===== src/rtl/sbr_pkg.sv =====
`timescale 1ns / 1ps
// ----------------------------------------------------------------------------
// sbr_pkg: shared types and constants of the supersample box resolve
// Field widths, register indexes, pipeline structs and the resolve function.
// ----------------------------------------------------------------------------
package sbr_pkg;

    localparam int SAMPLE_W     = 16;
    localparam int ACC_W        = 22;
    localparam int MAG_W        = ACC_W - 1;
    localparam int ACC_DEPTH    = 1024;
    localparam int ADDR_W       = $clog2(ACC_DEPTH);
    localparam int COL_W        = 10;
    localparam int SIZE_W       = 11;
    localparam int GRID_W       = 4;
    localparam int SCALE_W      = 17;
    localparam int SCALE_FRAC   = 16;
    localparam int PROD_W       = MAG_W + SCALE_W;
    localparam int QUOT_W       = PROD_W - SCALE_FRAC;
    localparam int PIX_W        = 13;
    localparam int MAX_GRID_DEF = 8;
    localparam int CFG_IDX_W    = 2;
    localparam int CFG_DATA_W   = 17;

    localparam logic [SCALE_W-1:0] SCALE_ONE = SCALE_W'(65536);
    localparam logic [PIX_W-1:0]   PIX_ONE   = PIX_W'(4096);

    // configuration register indexes
    localparam logic [CFG_IDX_W-1:0] REG_GRID_SIDE   = 2'd0;
    localparam logic [CFG_IDX_W-1:0] REG_ROW_PIXELS  = 2'd1;
    localparam logic [CFG_IDX_W-1:0] REG_FRAME_ROWS  = 2'd2;
    localparam logic [CFG_IDX_W-1:0] REG_SAMPLE_SCALE = 2'd3;

    typedef struct packed {
        logic signed [SAMPLE_W-1:0] sample_red;
        logic signed [SAMPLE_W-1:0] sample_green;
        logic signed [SAMPLE_W-1:0] sample_blue;
    } sample_t;

    typedef struct packed {
        logic [PIX_W-1:0] pixel_red;
        logic [PIX_W-1:0] pixel_green;
        logic [PIX_W-1:0] pixel_blue;
        logic [COL_W-1:0] pixel_col;
        logic [COL_W-1:0] pixel_row;
        logic             frame_done;
    } pixel_t;

    // position of one subsample, captured with it
    typedef struct packed {
        logic [COL_W-1:0] col;
        logic [COL_W-1:0] row;
        logic             emit;
        logic             last;
    } pos_t;

    // clipped (non-negative) channel sums of a finished pixel
    typedef struct packed {
        logic [MAG_W-1:0] red;
        logic [MAG_W-1:0] green;
        logic [MAG_W-1:0] blue;
    } sums_t;

    function automatic logic [PIX_W-1:0] resolve(input logic [MAG_W-1:0]   mag,
                                                 input logic [SCALE_W-1:0] scale);
        logic [PROD_W-1:0] prod;
        logic [QUOT_W-1:0] quot;
        prod = PROD_W'(mag) * PROD_W'(scale);
        quot = prod[PROD_W-1:SCALE_FRAC];
        if (quot > QUOT_W'(PIX_ONE))
            return PIX_ONE;
        return quot[PIX_W-1:0];
    endfunction

endpackage


===== src/rtl/sbr_scale.sv =====
`timescale 1ns / 1ps
// ----------------------------------------------------------------------------
// sbr_scale: sum hold stage, reciprocal scaling and output register
// Scales each channel sum, clamps to one and presents the pixel.
// ----------------------------------------------------------------------------
module sbr_scale (
    input  logic                        clk,
    input  logic                        rst_n,
    input  logic                        b_valid,
    input  sbr_pkg::pos_t               b_pos,
    input  sbr_pkg::sums_t              b_sums,
    input  logic [sbr_pkg::SCALE_W-1:0] scale,
    input  logic                        out_stall,
    output logic                        c_ready,
    output logic                        c_valid,
    output logic                        out_valid,
    output sbr_pkg::pixel_t             out_data
);
    import sbr_pkg::*;

    logic       vc_reg;
    logic       vo_reg;
    sums_t      sums_c_reg;
    pos_t       pos_c_reg;
    pixel_t     pix_reg;
    pixel_t     pix_next;
    logic       adv_o, adv_c;

    assign adv_o = !vo_reg || !out_stall;
    assign adv_c = adv_o || !vc_reg;

    always_ff @(posedge clk or negedge rst_n)
    begin
        if (!rst_n)
        begin
            vc_reg <= 1'b0;
            vo_reg <= 1'b0;
        end
        else
        begin
            if (adv_c)
                vc_reg <= b_valid && b_pos.emit;
            if (adv_o)
                vo_reg <= vc_reg;
        end
    end

    always_comb
    begin
        pix_next.pixel_red   = resolve(sums_c_reg.red, scale);
        pix_next.pixel_green = resolve(sums_c_reg.green, scale);
        pix_next.pixel_blue  = resolve(sums_c_reg.blue, scale);
        pix_next.pixel_col   = pos_c_reg.col;
        pix_next.pixel_row   = pos_c_reg.row;
        pix_next.frame_done  = pos_c_reg.last;
    end

    always_ff @(posedge clk)
    begin
        if (adv_c && b_valid && b_pos.emit)
        begin
            sums_c_reg <= b_sums;
            pos_c_reg  <= b_pos;
        end
        if (adv_o && vc_reg)
            pix_reg <= pix_next;
    end

    assign c_ready   = adv_c;
    assign c_valid   = vc_reg;
    assign out_valid = vo_reg;
    assign out_data  = pix_reg;

endmodule

===== config.mk =====
export PLATFORM = sky130hd
export DESIGN_NAME = sbr_scale
export DESIGN_NICKNAME = d
export VERILOG_FILES = /design/src/rtl/sbr_pkg.sv /design/src/rtl/sbr_scale.sv
export SDC_FILE = /design/constraint.sdc
export NUM_CORES = 2
export LEC_CHECK = 0
export BUFFER_PORTS_ARGS = -buffer_cell sky130_fd_sc_hd__buf_2
export CAP_MARGIN = 15
export CORE_ASPECT_RATIO = 1.2
export CORE_MARGIN = 4
export CORE_UTILIZATION = 65
export CTS_CLUSTER_DIAMETER = 150
export DETAILED_ROUTE_END_ITERATION = 12
export PLACE_DENSITY_LB_ADDON = 0.08
export SYNTH_ARGS = -nofsm -noshare
export SYNTH_HDL_FRONTEND = slang
export SYNTH_SLANG_ARGS = --single-unit

===== constraint.sdc =====
create_clock -name clk -period 21 [get_ports clk]
set_clock_uncertainty 0.1 [all_clocks]
set_input_delay 1.05 -clock clk [delete_from_list [all_inputs] [get_ports clk]]
set_output_delay 1.05 -clock clk [all_outputs]
set_load 0.02 [all_outputs]

After elaboration in Yosys (flattened, before gate mapping)
Cells that the tools add are included.
- input port bits: 106
- register bits: 146
- logic and storage cells: 38
- muxes and demuxes: 9
- multipliers: 3
- order comparisons: 3
- reductions and logical operators: 9
- operators by type and width (operator ; count):
    multiplier 21 x 17 -> 38 bit ; 3
    two-way mux 13 bit ; 6
    greater-than comparator 22 x 13 -> 1 bit, second input constant ; 3
    logical AND 1 bit ; 4
    logical NOT 1 bit ; 3
    two-way mux 1 bit ; 3
    logical OR 1 bit ; 2

Logic depth before layout (Yosys ltp)
- word-level depth: 5
- gate-level depth with buffers: 27
- mapped depth without buffers: 23

Worst setup path before layout
Ideal clock, no wire load.
- path kind: input to register
- from: input scale[2] in the netlist's numbering
- to: register pix_reg (netlist bit out_data[37]), data pin
- buffers on the path: 3
- arrival time: 7276 ps
- required time: 20724 ps
- path slack: 13448 ps
- stages: 24
- setup time: 176 ps
- path through: clkbuf_1 -> clkbuf_1 -> nand2_1 -> fa_1 -> inv_1 -> fa_1 -> inv_1 -> fa_1 -> inv_1 -> fa_1 -> fa_1 -> inv_1 -> fa_1 -> inv_1 -> ha_1 -> buf_2 -> a21oi_1 -> o21a_1 -> o221ai_1 -> a221o_1 -> or4_1 -> a221oi_2 -> nand3_1 -> nor4_1
- word-level cells in the longest chain between the ends: 4
- RTL lines (item ; line ; RTL):
    start: declaration ; sbr_scale.sv:12 ; input logic [sbr_pkg::SCALE_W-1:0] scale,
    multiplier 21 x 17 -> 38 bit (*) ; sbr_pkg.sv:68 ; prod = PROD_W'(mag) * PROD_W'(scale);
    greater-than comparator 22 x 13 -> 1 bit ; sbr_pkg.sv:70 ; if (quot > QUOT_W'(PIX_ONE))
    two-way mux 1 bit ; sbr_pkg.sv:70 ;
    two-way mux 13 bit (*) ; sbr_pkg.sv:72 ; return quot[PIX_W-1:0];
    end signal: assignment ; sbr_scale.sv:66 ; pix_reg <= pix_next;
    end: declaration ; sbr_scale.sv:25 ; pixel_t pix_reg;
Every way passes the cells marked *; elsewhere a longest branch is shown, timed or not.
A chain may end at the register's enable or synchronous reset.

Final worst setup path
- from: input scale[7] in the netlist's numbering
- to: register pix_reg (netlist bit out_data[59]), data pin
The elaborated chain is that of the path after synthesis.

==> impl_metrics.py <==
metrics = {
    "finish": {
        "largest_reg_flops": 63,
        "antenna_cells": 0,
        "n_fill_cell": 5007,
        "drive_above_1_share_pct": 5.88,
        "nNetsFinal": 5573,
        "syn_to_final_growth_pct": 4.62,
    },
    "critical_path": {
        "critPathMaxFanout": 35,
        "criticalPathCategory": "in2reg",
        "required_ns": 21.14,
        "worst_setup_path_end_kind": "flip-flop",
        "arrival_ns": 8.34,
        "cp-start-kind": "input port",
        "reg2reg_slack_ns": 13.30,
    },
    "drt": {
        "met1_length_um": 36900,
        "first_pass_iters": 5,
        "drc": 0,
        "routed_wirelength_um": 96600,
        "wl_met3_um": 6540,
        "postRouteAntennaNets": 0,
        "num_vias": 29300,
        "viasPerCell": 5.73,
        "wl_met2_um": 49300,
        "detail_route.wl_per_cell_um": 18.9,
        "drt_iter0_drc": 1655,
        "top_layer_used": "met5",
    },
    "logic_synthesis": {
        "syn_inst": 4298,
        "synth-seq-cells": 146,
        "async_flop_share_pct": 1.37,
        "yosysUniqueCellTypes": 76,
        "synth-edff-count": 144,
        "synth_flop_cell": "edfxtp_1",
        "syn_area_per_cell_um2": 9.17,
        "ys_seq_area_share_pct": 11.1,
        "mappedNetlistArea_um2": 39400,
        "syn_nets": 5580,
        "yosys_warnings": 0,
    },
    "timing": {
        "period_needed_ns": 8.19,
        "setup_viol_count_final": 0,
        "rsz0062_at_grt": "no",
        "slew_headroom_pct": 34.1,
        "final.setup.worst_slack_ns": 12.81,
        "tns_ns": 0,
        "worstMarginPinSlew_ns": 0.986,
        "fin_crit_sh_pct": 39.0,
        "drv_slew": 0,
        "max_freq_mhz": 122,
        "hold_violations": 0,
    },
    "die": {
        "pin_count": 169,
        "core_area_um2": 59800,
        "rows": 98,
        "dieArea_um2": 64700,
        "start_util_pct": 65.9,
        "die-width_um": 233,
        "fp.dieH_um": 278,
    },
    "placed_design": {
        "dp_hpwl_um": 73500,
        "pre_cts_ws_ns": 12.28,
        "place.gp.congestion": 0.920,
        "portBuffers": 168,
    },
    "clock_tree": {
        "clk_pin_slew_ns": 0.08,
        "clock_latency_ns": 0.50,
        "cts.path.max_buffers": 2,
        "cts_tree": "built",
        "cts_hold_buf": 0,
        "cts_buffers": 17,
        "cts_resized": 0,
        "htreeDepth": 4,
        "cts_root_buffer": "clkbuf_16",
        "post-cts-setup-buffers": 0,
        "cts_sinks": 146,
    },
    "run": {
        "cap_violations": 0,
    },
    "global_route": {
        "first_global_vias": 32500,
        "grt_max_degree": 64,
        "grt-ovfl-total": 0,
        "grt_pass1_wl_um": 163000,
        "antenna_found_initial": 2,
        "grt_use_total_pct": 31.8,
    },
    "run_status": {
        "status": "finished, final reports clean",
    },
    "worst_hold_path": {
        "hp-class": "in2async",
    },
}
[worst max-delay path, cell delays in order]
cell and delay, ns:
buf_2 0.50, buf_4 0.50, and2_1 0.21, fa_1 0.41
inv_1 0.08, fa_1 0.45, fa_1 0.50, fa_1 0.54
inv_1 0.05, fa_1 0.48, inv_1 0.06, fa_1 0.48
inv_1 0.04, ha_1 0.31, nand4_1 0.16, nor4_1 0.07
a221oi_1 0.68, a2111oi_0 0.24, nor2_1 0.32, o21ai_0 0.16
xnor2_1 0.20, nand4_2 0.42, or2_1 0.37
[cells in the mapped netlist, types with 6 or more instances]
master,instances,area (um2)
o21a_1,17,128
a21oi_1,115,576
nand2b_1,7,43.8
ha_1,330,4130
nor2_1,69,259
nand3_1,19,95.1
nand2_1,719,2700
and2_1,437,2730
xnor2_1,38,333
o21ai_0,66,330
inv_1,963,3610
a211oi_1,14,105
a31oi_1,12,75.1
fa_1,846,16900
o211ai_1,14,105
clkbuf_1,215,807
o21ai_1,6,30.0
nor4_1,9,56.3
nand4_1,34,213
nor3_1,30,150
o21bai_1,7,52.6
xor2_1,21,184
nor3_2,10,100
edfxtp_1,144,4320
a21o_1,15,113
nor2b_1,9,56.3
and3_1,20,125
[cells in the final DEF, fill, tap and decap left out, drive strengths merged, types with 21 or more instances in the layout]
cell	netlist	final
a21oi	116	116
and2	437	437
buf	3	192
edfxtp	144	144
fa	846	846
ha	330	330
inv	963	970
nand2	719	719
nand4	35	35
nor2	69	69
nor3	40	40
o21ai	73	73
xnor2	39	39
xor2	21	21
[kinds of logic after synthesis]
family          synth area share, %
compound gates                 5.57
flops                          11.1
simple gates                   17.1
mux                           0.156
xor+xnor                       1.35
fa+ha+maj                      53.4
buf+inv                        11.3
[area by class of cell]
type	instances	area, um2	area share, %
Clock buffer	17	425	1.03
Clock inverter	15	184	0.446
Inverter	963	3610	8.77
Multi-Input combinational cell	2971	30600	74.2
Sequential cell	146	4370	10.6
Tap cell	800	1000	2.43
Timing Repair Buffer	192	1020	2.48
[metrics by stage]
step,area [um2],std cells,hold slack [ns],utilization [%]
global route,41200,5104,0.195,68.9
detailed placement,40600,5072,0.305,67.9
global placement,40600,5072,0.300,67.9
CTS,41200,5104,0.193,68.9
finish,41200,5104,0.220,68.9
floorplan,39400,4298,0.300,-
[final timing paths]
path / end / cells after the start / start
max: out_data[59] / 23 / scale[7]
min: out_valid / 1 / rst_n
max reg2reg: out_data[59] / 20 / sums_c_reg[48]
min reg2reg: out_data[14] / 0 / pix_next[14]
max in group asynchronous: c_valid / 1 / rst_n
min in group clk: out_data[14] / 0 / pix_next[14]
[layer usage]
layer / vias to the layer above / GRT usage, %
li1: 12900 / -
met1: 15000 / 39.5
met5: - / 0
met2: 1052 / 55.2
met3: 255 / 5.65
met4: 2 / 12.3
Power is left out: the tool's default activity adds up to more than one toggle a clock period on the data nets, which glitch-free logic cannot reach.
