### config.mk
export PLATFORM = sky130hd
export DESIGN_NAME = sbr_ctrl
export DESIGN_NICKNAME = d
export VERILOG_FILES = /design/src/rtl/sbr_pkg.sv /design/src/rtl/sbr_ctrl.sv
export SDC_FILE = /design/constraint.sdc
export NUM_CORES = 1
export LEC_CHECK = 0
export ABC_CLOCK_PERIOD_IN_PS = 3100
export BUFFER_PORTS_ARGS = -buffer_cell sky130_fd_sc_hd__buf_4
export CORE_ASPECT_RATIO = 0.7
export CORE_MARGIN = 1.5
export CORE_UTILIZATION = 51
export DETAILED_ROUTE_END_ITERATION = 10
export PLACE_DENSITY = 0.73
export SYNTH_ARGS = -nofsm -noshare
export SYNTH_HDL_FRONTEND = slang
export SYNTH_SLANG_ARGS = --single-unit
export TNS_END_PERCENT = 50
### constraint.sdc
create_clock -name clk -period 3.1 [get_ports clk]
set_input_delay 0.31 -clock clk [delete_from_list [all_inputs] [get_ports clk]]
set_output_delay 0.31 -clock clk [all_outputs]
set_load 0.01 [all_outputs]
### src/rtl/sbr_pkg.sv
`timescale 1ns / 1ps
// ----------------------------------------------------------------------------
// sbr_pkg: shared types and constants of the supersample box resolve
// Field widths, register indexes, pipeline structs and the resolve function.
// ----------------------------------------------------------------------------
package sbr_pkg;

    localparam int SAMPLE_W     = 16;
    localparam int ACC_W        = 22;
    localparam int MAG_W        = ACC_W - 1;
    localparam int ACC_DEPTH    = 1024;
    localparam int ADDR_W       = $clog2(ACC_DEPTH);
    localparam int COL_W        = 10;
    localparam int SIZE_W       = 11;
    localparam int GRID_W       = 4;
    localparam int SCALE_W      = 17;
    localparam int SCALE_FRAC   = 16;
    localparam int PROD_W       = MAG_W + SCALE_W;
    localparam int QUOT_W       = PROD_W - SCALE_FRAC;
    localparam int PIX_W        = 13;
    localparam int MAX_GRID_DEF = 8;
    localparam int CFG_IDX_W    = 2;
    localparam int CFG_DATA_W   = 17;

    localparam logic [SCALE_W-1:0] SCALE_ONE = SCALE_W'(65536);
    localparam logic [PIX_W-1:0]   PIX_ONE   = PIX_W'(4096);

    // configuration register indexes
    localparam logic [CFG_IDX_W-1:0] REG_GRID_SIDE   = 2'd0;
    localparam logic [CFG_IDX_W-1:0] REG_ROW_PIXELS  = 2'd1;
    localparam logic [CFG_IDX_W-1:0] REG_FRAME_ROWS  = 2'd2;
    localparam logic [CFG_IDX_W-1:0] REG_SAMPLE_SCALE = 2'd3;

    typedef struct packed {
        logic signed [SAMPLE_W-1:0] sample_red;
        logic signed [SAMPLE_W-1:0] sample_green;
        logic signed [SAMPLE_W-1:0] sample_blue;
    } sample_t;

    typedef struct packed {
        logic [PIX_W-1:0] pixel_red;
        logic [PIX_W-1:0] pixel_green;
        logic [PIX_W-1:0] pixel_blue;
        logic [COL_W-1:0] pixel_col;
        logic [COL_W-1:0] pixel_row;
        logic             frame_done;
    } pixel_t;

    // position of one subsample, captured with it
    typedef struct packed {
        logic [COL_W-1:0] col;
        logic [COL_W-1:0] row;
        logic             emit;
        logic             last;
    } pos_t;

    // clipped (non-negative) channel sums of a finished pixel
    typedef struct packed {
        logic [MAG_W-1:0] red;
        logic [MAG_W-1:0] green;
        logic [MAG_W-1:0] blue;
    } sums_t;

    function automatic logic [PIX_W-1:0] resolve(input logic [MAG_W-1:0]   mag,
                                                 input logic [SCALE_W-1:0] scale);
        logic [PROD_W-1:0] prod;
        logic [QUOT_W-1:0] quot;
        prod = PROD_W'(mag) * PROD_W'(scale);
        quot = prod[PROD_W-1:SCALE_FRAC];
        if (quot > QUOT_W'(PIX_ONE))
            return PIX_ONE;
        return quot[PIX_W-1:0];
    endfunction

endpackage

### src/rtl/sbr_ctrl.sv
`timescale 1ns / 1ps
// ----------------------------------------------------------------------------
// sbr_ctrl: configuration registers, raster counters and clearing sweep
// Tracks the subsample position in the frame and flags pixel completion.
// ----------------------------------------------------------------------------
module sbr_ctrl #(
    parameter int MAX_GRID = sbr_pkg::MAX_GRID_DEF
) (
    input  logic                            clk,
    input  logic                            rst_n,
    input  logic                            cfg_write,
    input  logic [sbr_pkg::CFG_IDX_W-1:0]   cfg_index,
    input  logic [sbr_pkg::CFG_DATA_W-1:0]  cfg_data,
    input  logic                            take,
    output sbr_pkg::pos_t                   pos,
    output logic [sbr_pkg::SCALE_W-1:0]     scale,
    output logic                            clearing,
    output logic [sbr_pkg::ADDR_W-1:0]      clr_addr
);
    import sbr_pkg::*;

    localparam int SUB_W = (MAX_GRID > 1) ? $clog2(MAX_GRID) : 1;
    localparam int GW    = SUB_W + 1;
    localparam int CMP_W = (GW > GRID_W) ? GW : GRID_W;

    logic [GRID_W-1:0]  grid_reg;
    logic [SIZE_W-1:0]  row_pixels_reg;
    logic [SIZE_W-1:0]  frame_rows_reg;
    logic [SCALE_W-1:0] scale_reg;

    logic [SUB_W-1:0]   sub_col_reg, sub_col_next;
    logic [SUB_W-1:0]   sub_row_reg, sub_row_next;
    logic [COL_W-1:0]   col_reg, col_next;
    logic [COL_W-1:0]   row_reg, row_next;
    logic [ADDR_W:0]    clr_cnt_reg;

    logic [CMP_W-1:0]   grid_ext;
    logic [CMP_W-1:0]   grid_clip;
    logic [GW-1:0]      grid_eff;
    logic [SIZE_W-1:0]  rp_eff;
    logic [SIZE_W-1:0]  fr_eff;
    logic               last_sc, last_sr, last_col, last_row;

    always_ff @(posedge clk or negedge rst_n)
    begin
        if (!rst_n)
        begin
            grid_reg       <= GRID_W'(1);
            row_pixels_reg <= SIZE_W'(ACC_DEPTH);
            frame_rows_reg <= SIZE_W'(ACC_DEPTH);
            scale_reg      <= SCALE_ONE;
        end
        else if (cfg_write)
        begin
            case (cfg_index)
                REG_GRID_SIDE:    grid_reg       <= cfg_data[GRID_W-1:0];
                REG_ROW_PIXELS:   row_pixels_reg <= cfg_data[SIZE_W-1:0];
                REG_FRAME_ROWS:   frame_rows_reg <= cfg_data[SIZE_W-1:0];
                REG_SAMPLE_SCALE: scale_reg      <= cfg_data[SCALE_W-1:0];
                default:          ;
            endcase
        end
    end

    // clamp sizes into their legal ranges
    always_comb
    begin
        grid_ext = CMP_W'(grid_reg);
        if (grid_ext == '0)
            grid_clip = CMP_W'(1);
        else if (grid_ext > CMP_W'(MAX_GRID))
            grid_clip = CMP_W'(MAX_GRID);
        else
            grid_clip = grid_ext;
        grid_eff = grid_clip[GW-1:0];

        if (row_pixels_reg == '0)
            rp_eff = SIZE_W'(1);
        else if (row_pixels_reg > SIZE_W'(ACC_DEPTH))
            rp_eff = SIZE_W'(ACC_DEPTH);
        else
            rp_eff = row_pixels_reg;

        if (frame_rows_reg == '0)
            fr_eff = SIZE_W'(1);
        else if (frame_rows_reg > SIZE_W'(ACC_DEPTH))
            fr_eff = SIZE_W'(ACC_DEPTH);
        else
            fr_eff = frame_rows_reg;
    end

    assign scale = (scale_reg > SCALE_ONE) ? SCALE_ONE : scale_reg;

    // a counter at or past its limit counts as on its last position
    assign last_sc  = ({1'b0, sub_col_reg} + GW'(1)) >= grid_eff;
    assign last_sr  = ({1'b0, sub_row_reg} + GW'(1)) >= grid_eff;
    assign last_col = ({1'b0, col_reg} + SIZE_W'(1)) >= rp_eff;
    assign last_row = ({1'b0, row_reg} + SIZE_W'(1)) >= fr_eff;

    assign pos.col  = col_reg;
    assign pos.row  = row_reg;
    assign pos.emit = last_sc && last_sr;
    assign pos.last = last_col && last_row;

    always_comb
    begin
        sub_col_next = sub_col_reg;
        sub_row_next = sub_row_reg;
        col_next     = col_reg;
        row_next     = row_reg;
        if (!last_sc)
            sub_col_next = sub_col_reg + SUB_W'(1);
        else
        begin
            sub_col_next = '0;
            if (!last_col)
                col_next = col_reg + COL_W'(1);
            else
            begin
                col_next = '0;
                if (!last_sr)
                    sub_row_next = sub_row_reg + SUB_W'(1);
                else
                begin
                    sub_row_next = '0;
                    row_next     = last_row ? '0 : row_reg + COL_W'(1);
                end
            end
        end
    end

    always_ff @(posedge clk or negedge rst_n)
    begin
        if (!rst_n)
        begin
            sub_col_reg <= '0;
            sub_row_reg <= '0;
            col_reg     <= '0;
            row_reg     <= '0;
        end
        else if (take)
        begin
            sub_col_reg <= sub_col_next;
            sub_row_reg <= sub_row_next;
            col_reg     <= col_next;
            row_reg     <= row_next;
        end
    end

    // sweep every accumulator entry to zero once after reset
    always_ff @(posedge clk or negedge rst_n)
    begin
        if (!rst_n)
            clr_cnt_reg <= '0;
        else if (!clr_cnt_reg[ADDR_W])
            clr_cnt_reg <= clr_cnt_reg + (ADDR_W+1)'(1);
    end

    assign clearing = !clr_cnt_reg[ADDR_W];
    assign clr_addr = clr_cnt_reg[ADDR_W-1:0];

endmodule

-- Word-level counts from Yosys, hierarchy flattened
Cells that the tools add are included.
- bits in registers: 80
- input port bits: 23
- output and inout bits: 50
- add/sub/neg operators: 9
- magnitude comparators: 8
- equal/unequal tests: 3
- muxes and demuxes: 12
- reduce and logical (&&, ||, !) cells: 14
- operators with widths (cell ; number):
    $mux 11 ; 5
    $add 10x1->11 const B ; 2
    $ge 11x11->1 ; 2
    $gt 11x11->1 const B ; 2
    $logic_not 11->1 ; 2
    $add 10x1->10 const B ; 2
    $mux 10 ; 2
    $gt 17x17->1 const B ; 1
    $mux 17 ; 1
    $add 11x1->11 const B ; 1
    $reduce_and 2->1 ; 5
    $add 3x1->4 const B ; 2
    $ge 4x4->1 ; 2
    $mux 4 ; 2
    $add 3x1->3 const B ; 2
    $mux 3 ; 2
    $eq 2x2->1 const B ; 2
    $gt 4x4->1 const B ; 1
    $logic_not 4->1 ; 1
    $reduce_and 4->1 ; 1
    $reduce_and 3->1 ; 1
    $eq 2x1->1 const B ; 1
    $logic_and 1x1->1 ; 2
    $logic_not 2->1 ; 1
    $logic_not 1->1 ; 1

-- Logic depth before layout (Yosys ltp)
- word-level depth: 5
- gate-level depth with buffers: 12
- mapped depth without buffers: 12

-- Worst setup path after synthesis
No wires, ideal clock.
- kind: register -> register
- start point: register row_reg[0]
- end point: register row_reg[2]
- library setup time: 78 ps
- arrival time: 2879 ps
- required time: 3022 ps
- setup slack: 143 ps
- cell stages (with the launch flop): 13
- buffers on the path: 0
- period minus slack after synthesis: 2957 ps
- path through: dfrtp_1 > ha_1 > and3_1 > and3_1 > and3_1 > and3_1 > ha_1 > or3_4 > a221oi_4 > a22oi_2 > and2_4 > o211ai_1 > o2bb2ai_1
- word-level cells in the longest chain between the ends: 3
- elaborated cells on any way between the ends: 4
- those cells by class: 2 x add/sub; 1 x order compare; 1 x mux
- ends and longest elaborated chain (what ; RTL line ; text):
    from (decl) ; sbr_ctrl.sv:34 ; logic [COL_W-1:0] row_reg, row_next;
    from (signal assigned) ; sbr_ctrl.sv:146 ; row_reg <= row_next;
    $add 10x1->11 ; sbr_ctrl.sv:98 ; assign last_row = ({1'b0, row_reg} + SIZE_W'(1)) >= fr_eff;
    $ge 11x11->1 ; sbr_ctrl.sv:98 ;
    $mux 10 (*) ; sbr_ctrl.sv:126 ; row_next = last_row ? '0 : row_reg + COL_W'(1);
Every way passes the cells marked *; elsewhere a longest branch is shown, timed or not.
A chain may end at the register's enable or synchronous reset.

==> tab_implementation.tex <==
\begin{tabular}{lr}
\hline
Metric & Value \\
\hline
\multicolumn{2}{l}{\textbf{Run status}} \\
\quad Outcome & complete, but fails checks \\
\quad Failing checks & negative setup slack \\
\multicolumn{2}{l}{\textbf{Floorplan}} \\
\quad Horiz. Die Dim & 115.9 um \\
\quad Initial core utilization & 0.5319 \\
\quad Core footprint & 0.008548 mm\^{}2 \\
\quad Vert. Die Dim & 82 um \\
\quad Placement Rows & 28 \\
\quad Area enclosed by the die boundary & 0.009500 mm\^{}2 \\
\quad Boundary Pins & 73 \\
\multicolumn{2}{l}{\textbf{Drt}} \\
\quad First DRT Iteration DRCs & 159 \\
\quad Antenna-violating nets left & 0 \\
\quad Aggregate routed wire length & 10.18 mm \\
\quad WL per Instance & 16.52 um \\
\quad DR vias & 3433 \\
\quad Drc violations & 0 \\
\quad Detailed Routing Iterations Pass 1 & 4 \\
\quad Number of vias per cell & 5.573 \\
\multicolumn{2}{l}{\textbf{Timing}} \\
\quad Share of the cycle needed by the critical path after routing & 1.019 \\
\quad Worst clock skew & 0.005842 ns \\
\quad Number of setup violations in the final report & 1 \\
\quad Pin slew with the least headroom to its limit & 1.010 ns \\
\quad Worst hold slack after final layout & 0.1144 ns \\
\quad Setup Total Neg Slack & -0.06017 ns \\
\quad Number of failing hold endpoints at the final stage & 0 \\
\quad Time the worst path needs with I/O delays and setup & 3.160 ns \\
\quad Maximum operating frequency & 0.3164 GHz \\
\quad Worst max-slew margin expressed relative to the limit & 0.3265 \\
\quad Unrepaired setup endpoints after global routing & true \\
\quad Number of pins exceeding their max-slew limit in the final report & 0 \\
\quad Min setup slack post-route & -0.06017 ns \\
\multicolumn{2}{l}{\textbf{Worst setup path}} \\
\quad Worst setup path category & reg -> out \\
\quad Slowest Stage Delay on Critical Path & 0.40 ns \\
\quad Slack of the worst reg-to-reg path & 0.08 ns \\
\quad Endpoint class of the critical path & output pin \\
\quad Worst Path Max Fanout & 3 \\
\quad Startpoint class of the critical path & flip-flop \\
\quad Data required time of the worst path & 2.79 ns \\
\quad Cell-by-cell listing of the critical path & ha\_2 -> and3\_4 -> and3\_4 -> and3\_4 -> and3\_4 -> ha\_4 -> or3\_4 -> a221oi\_4 -> a22oi\_2 -> nand2\_4 -> nor2\_2 -> buf\_4 \\
\quad Cell type group with the largest total delay on the critical path & simple AND/OR/NAND/NOR gates \\
\quad Total stage count of the critical path & 12 \\
\quad Critical path buffer and inverter count & 1 \\
\quad Reg-to-Reg Start & row\_reg[0] \\
\quad Arrival time at the worst endpoint & 2.85 ns \\
\quad Most frequent cell on the critical path & sky130\_fd\_sc\_hd\_\_and3\_4 \\
\quad Crit-path slowest cell & sky130\_fd\_sc\_hd\_\_dfrtp\_1 \\
\quad Launching element of the worst setup path & row\_reg[0] \\
\quad Worst flop-to-flop path endpoint & row\_reg[7] \\
\quad Count of cells along the worst register-to-register path & 14 \\
\multicolumn{2}{l}{\textbf{Clocking}} \\
\quad Hold-fix buffer count after cts & 0 \\
\quad Number of buffers inserted during clock tree synthesis & 9 \\
\quad \# H-tree levels & 3 \\
\quad TritonCTS clock tree & yes \\
\quad Root Driver & sky130\_fd\_sc\_hd\_\_clkbuf\_16 \\
\quad Count of clock tree sinks & 80 \\
\quad Maximum buffer depth of the clock tree & 2 \\
\quad Clock latency at the later pin of the worst-skew pair & 0.34 ns \\
\quad Clk pin slew, worst setup/hold paths & 0.06 ns \\
\multicolumn{2}{l}{\textbf{Final layout}} \\
\quad Nets@finish & 550 \\
\quad Antenna fix cells & 0 \\
\quad Area of combinational cells with multiple inputs & 0.002495 mm\^{}2 \\
\quad Register cell area after layout & 0.002009 mm\^{}2 \\
\quad Fill count & 680 \\
\quad Synthesis-to-finish area growth & 24.63\% \\
\quad Final Instance Area & 0.005667 mm\^{}2 \\
\quad Number of flip-flops under the largest register name & 17 \\
\quad Filler-free cell count of the finished design & 616 \\
\quad Share of post-route cells with drive strength above 1 & 0.3831 \\
\quad Share of the core filled with cells in the final layout & 0.6629 \\
\multicolumn{2}{l}{\textbf{Synthesis}} \\
\quad Most instantiated cells after synthesis & sky130\_fd\_sc\_hd\_\_dfrtp\_1, sky130\_fd\_sc\_hd\_\_mux2\_2, sky130\_fd\_sc\_hd\_\_ha\_1, sky130\_fd\_sc\_hd\_\_nand2\_1, sky130\_fd\_sc\_hd\_\_nor2\_1 \\
\quad Netlist area before placement & 0.004547 mm\^{}2 \\
\quad Largest area contributor in the netlist & sky130\_fd\_sc\_hd\_\_dfrtp\_1 \\
\quad Seq cells post-synth & 80 \\
\quad Share of async-settable or async-resettable flops after synthesis & 1.000 \\
\quad Top cells by area in the synthesized netlist & sky130\_fd\_sc\_hd\_\_dfrtp\_1, sky130\_fd\_sc\_hd\_\_mux2\_2, sky130\_fd\_sc\_hd\_\_ha\_1, sky130\_fd\_sc\_hd\_\_xnor2\_1, sky130\_fd\_sc\_hd\_\_nand2\_1 \\
\quad Post-synthesis sequential area ratio & 0.4414 \\
\quad Yosys top cell area share & 0.4183 \\
\quad Cell variety after synth & 52 \\
\quad Average cell area after synthesis & 11.14 um\^{}2 \\
\quad Total of warnings raised by yosys & 0 \\
\quad Nets in the synthesized netlist & 466 \\
\quad Post-synth top flop & sky130\_fd\_sc\_hd\_\_dfrtp\_1 \\
\quad Syn Inst Count & 408 \\
\quad Post-synth EDFFs & 0 \\
\quad Most frequent cell after synthesis & sky130\_fd\_sc\_hd\_\_dfrtp\_1 \\
\multicolumn{2}{l}{\textbf{GRT}} \\
\quad Antenna violations before repair & 0 \\
\quad Number of global-route vias before repair & 3311 \\
\quad Wire length of the first global-routing pass & 16.25 mm \\
\quad Total grt overflow & 0 \\
\quad Largest net degree at the start of global routing & 81 \\
\quad Overall global routing resource usage & 0.2265 \\
\multicolumn{2}{l}{\textbf{Power and ir drop}} \\
\quad Overall power & 3.692 mW \\
\quad Maximum ir drop on the vdd rail & 0.3271 mV \\
\quad Power per unit of standard cell area & 651.5 mW/mm\^{}2 \\
\quad Pleak & 2.682 nW \\
\multicolumn{2}{l}{\textbf{Place}} \\
\quad Post-DP Area & 0.005196 mm\^{}2 \\
\quad Worst slack, placed & 0.04416 ns \\
\quad Post-DP HPWL & 7.293 mm \\
\quad Port Buf Inserts & 72 \\
\quad RD Place Congestion & 0.8547 \\
\quad Instance count after placement with tap cells included & 592 \\
\multicolumn{2}{l}{\textbf{Run}} \\
\quad Max-Cap Viols & 0 \\
\multicolumn{2}{l}{\textbf{Min path}} \\
\quad Path category of the worst min-delay check & in -> async \\
\hline
\end{tabular}
## logic make-up after synthesis
kind of cell	Yosys count	share of synthesized area
xor gates and xnor gates	27	0.05201
buffers and inverters	24	0.02807
AOI/OAI and AO/OA	68	0.1225
and+or+nand+nor	128	0.1464
muxes	46	0.1134
adders and majority gates	35	0.09631
DFF	80	0.4414
## worst max-delay path by stage
stage / slack (ns) / to
floorplan: 0.14 / row_reg[2]
global placement: 0.11 / pos[0]
detailed placement: 0.04 / pos[0]
CTS: -0.06 / pos[0]
global route: -0.15 / pos[0]
finish: -0.06 / pos[0]
## per-layer routing
metal / GRT usage / up-vias / share of wire
li1: - / 1649 / -
met1: 0.3258 / 1693 / 0.49
met2: 0.3382 / 85 / 0.46
met3: 0.07380 / 6 / 0.050
met4: 0.03902 / 0 / 0.0055
met5: 0 / - / 0
## power breakdown
part	switching (mW)	internal [mW]	leakage [nW]
Clock	0.419	0.691	0.156
Sequential	0.144	1.21	0.994
Combinational	0.639	0.585	1.53
Total	1.20	2.49	2.68
## cell usage in the layout (no fill, tap or decap), types with 10 or more instances in the layout
cell	n
sky130_fd_sc_hd__buf_4	87
sky130_fd_sc_hd__dfrtp_1	74
sky130_fd_sc_hd__mux2_2	44
sky130_fd_sc_hd__nand2_1	35
sky130_fd_sc_hd__ha_1	32
sky130_fd_sc_hd__nand3_1	16
sky130_fd_sc_hd__nor2b_1	16
sky130_fd_sc_hd__xnor2_1	15
sky130_fd_sc_hd__nor2_1	13
sky130_fd_sc_hd__xor2_1	10
sky130_fd_sc_hd__a22o_1	10
## what timing repair did
action	4_1_cts	5_1_grt
pin swaps	7	7
setup buffers	6	3
resized for setup	14	8
setup endpoints to repair	1	16
## cell type report
type,count,share of cell area
clock inverters,3,0.008390
well taps,120,0.02650
clock buffers,12,0.04703
flip-flops and latches,80,0.3546
multi-input cells,304,0.4403
repair buffers,88,0.1172
inverters,9,0.005962
(Power assumes the default switching activity.)
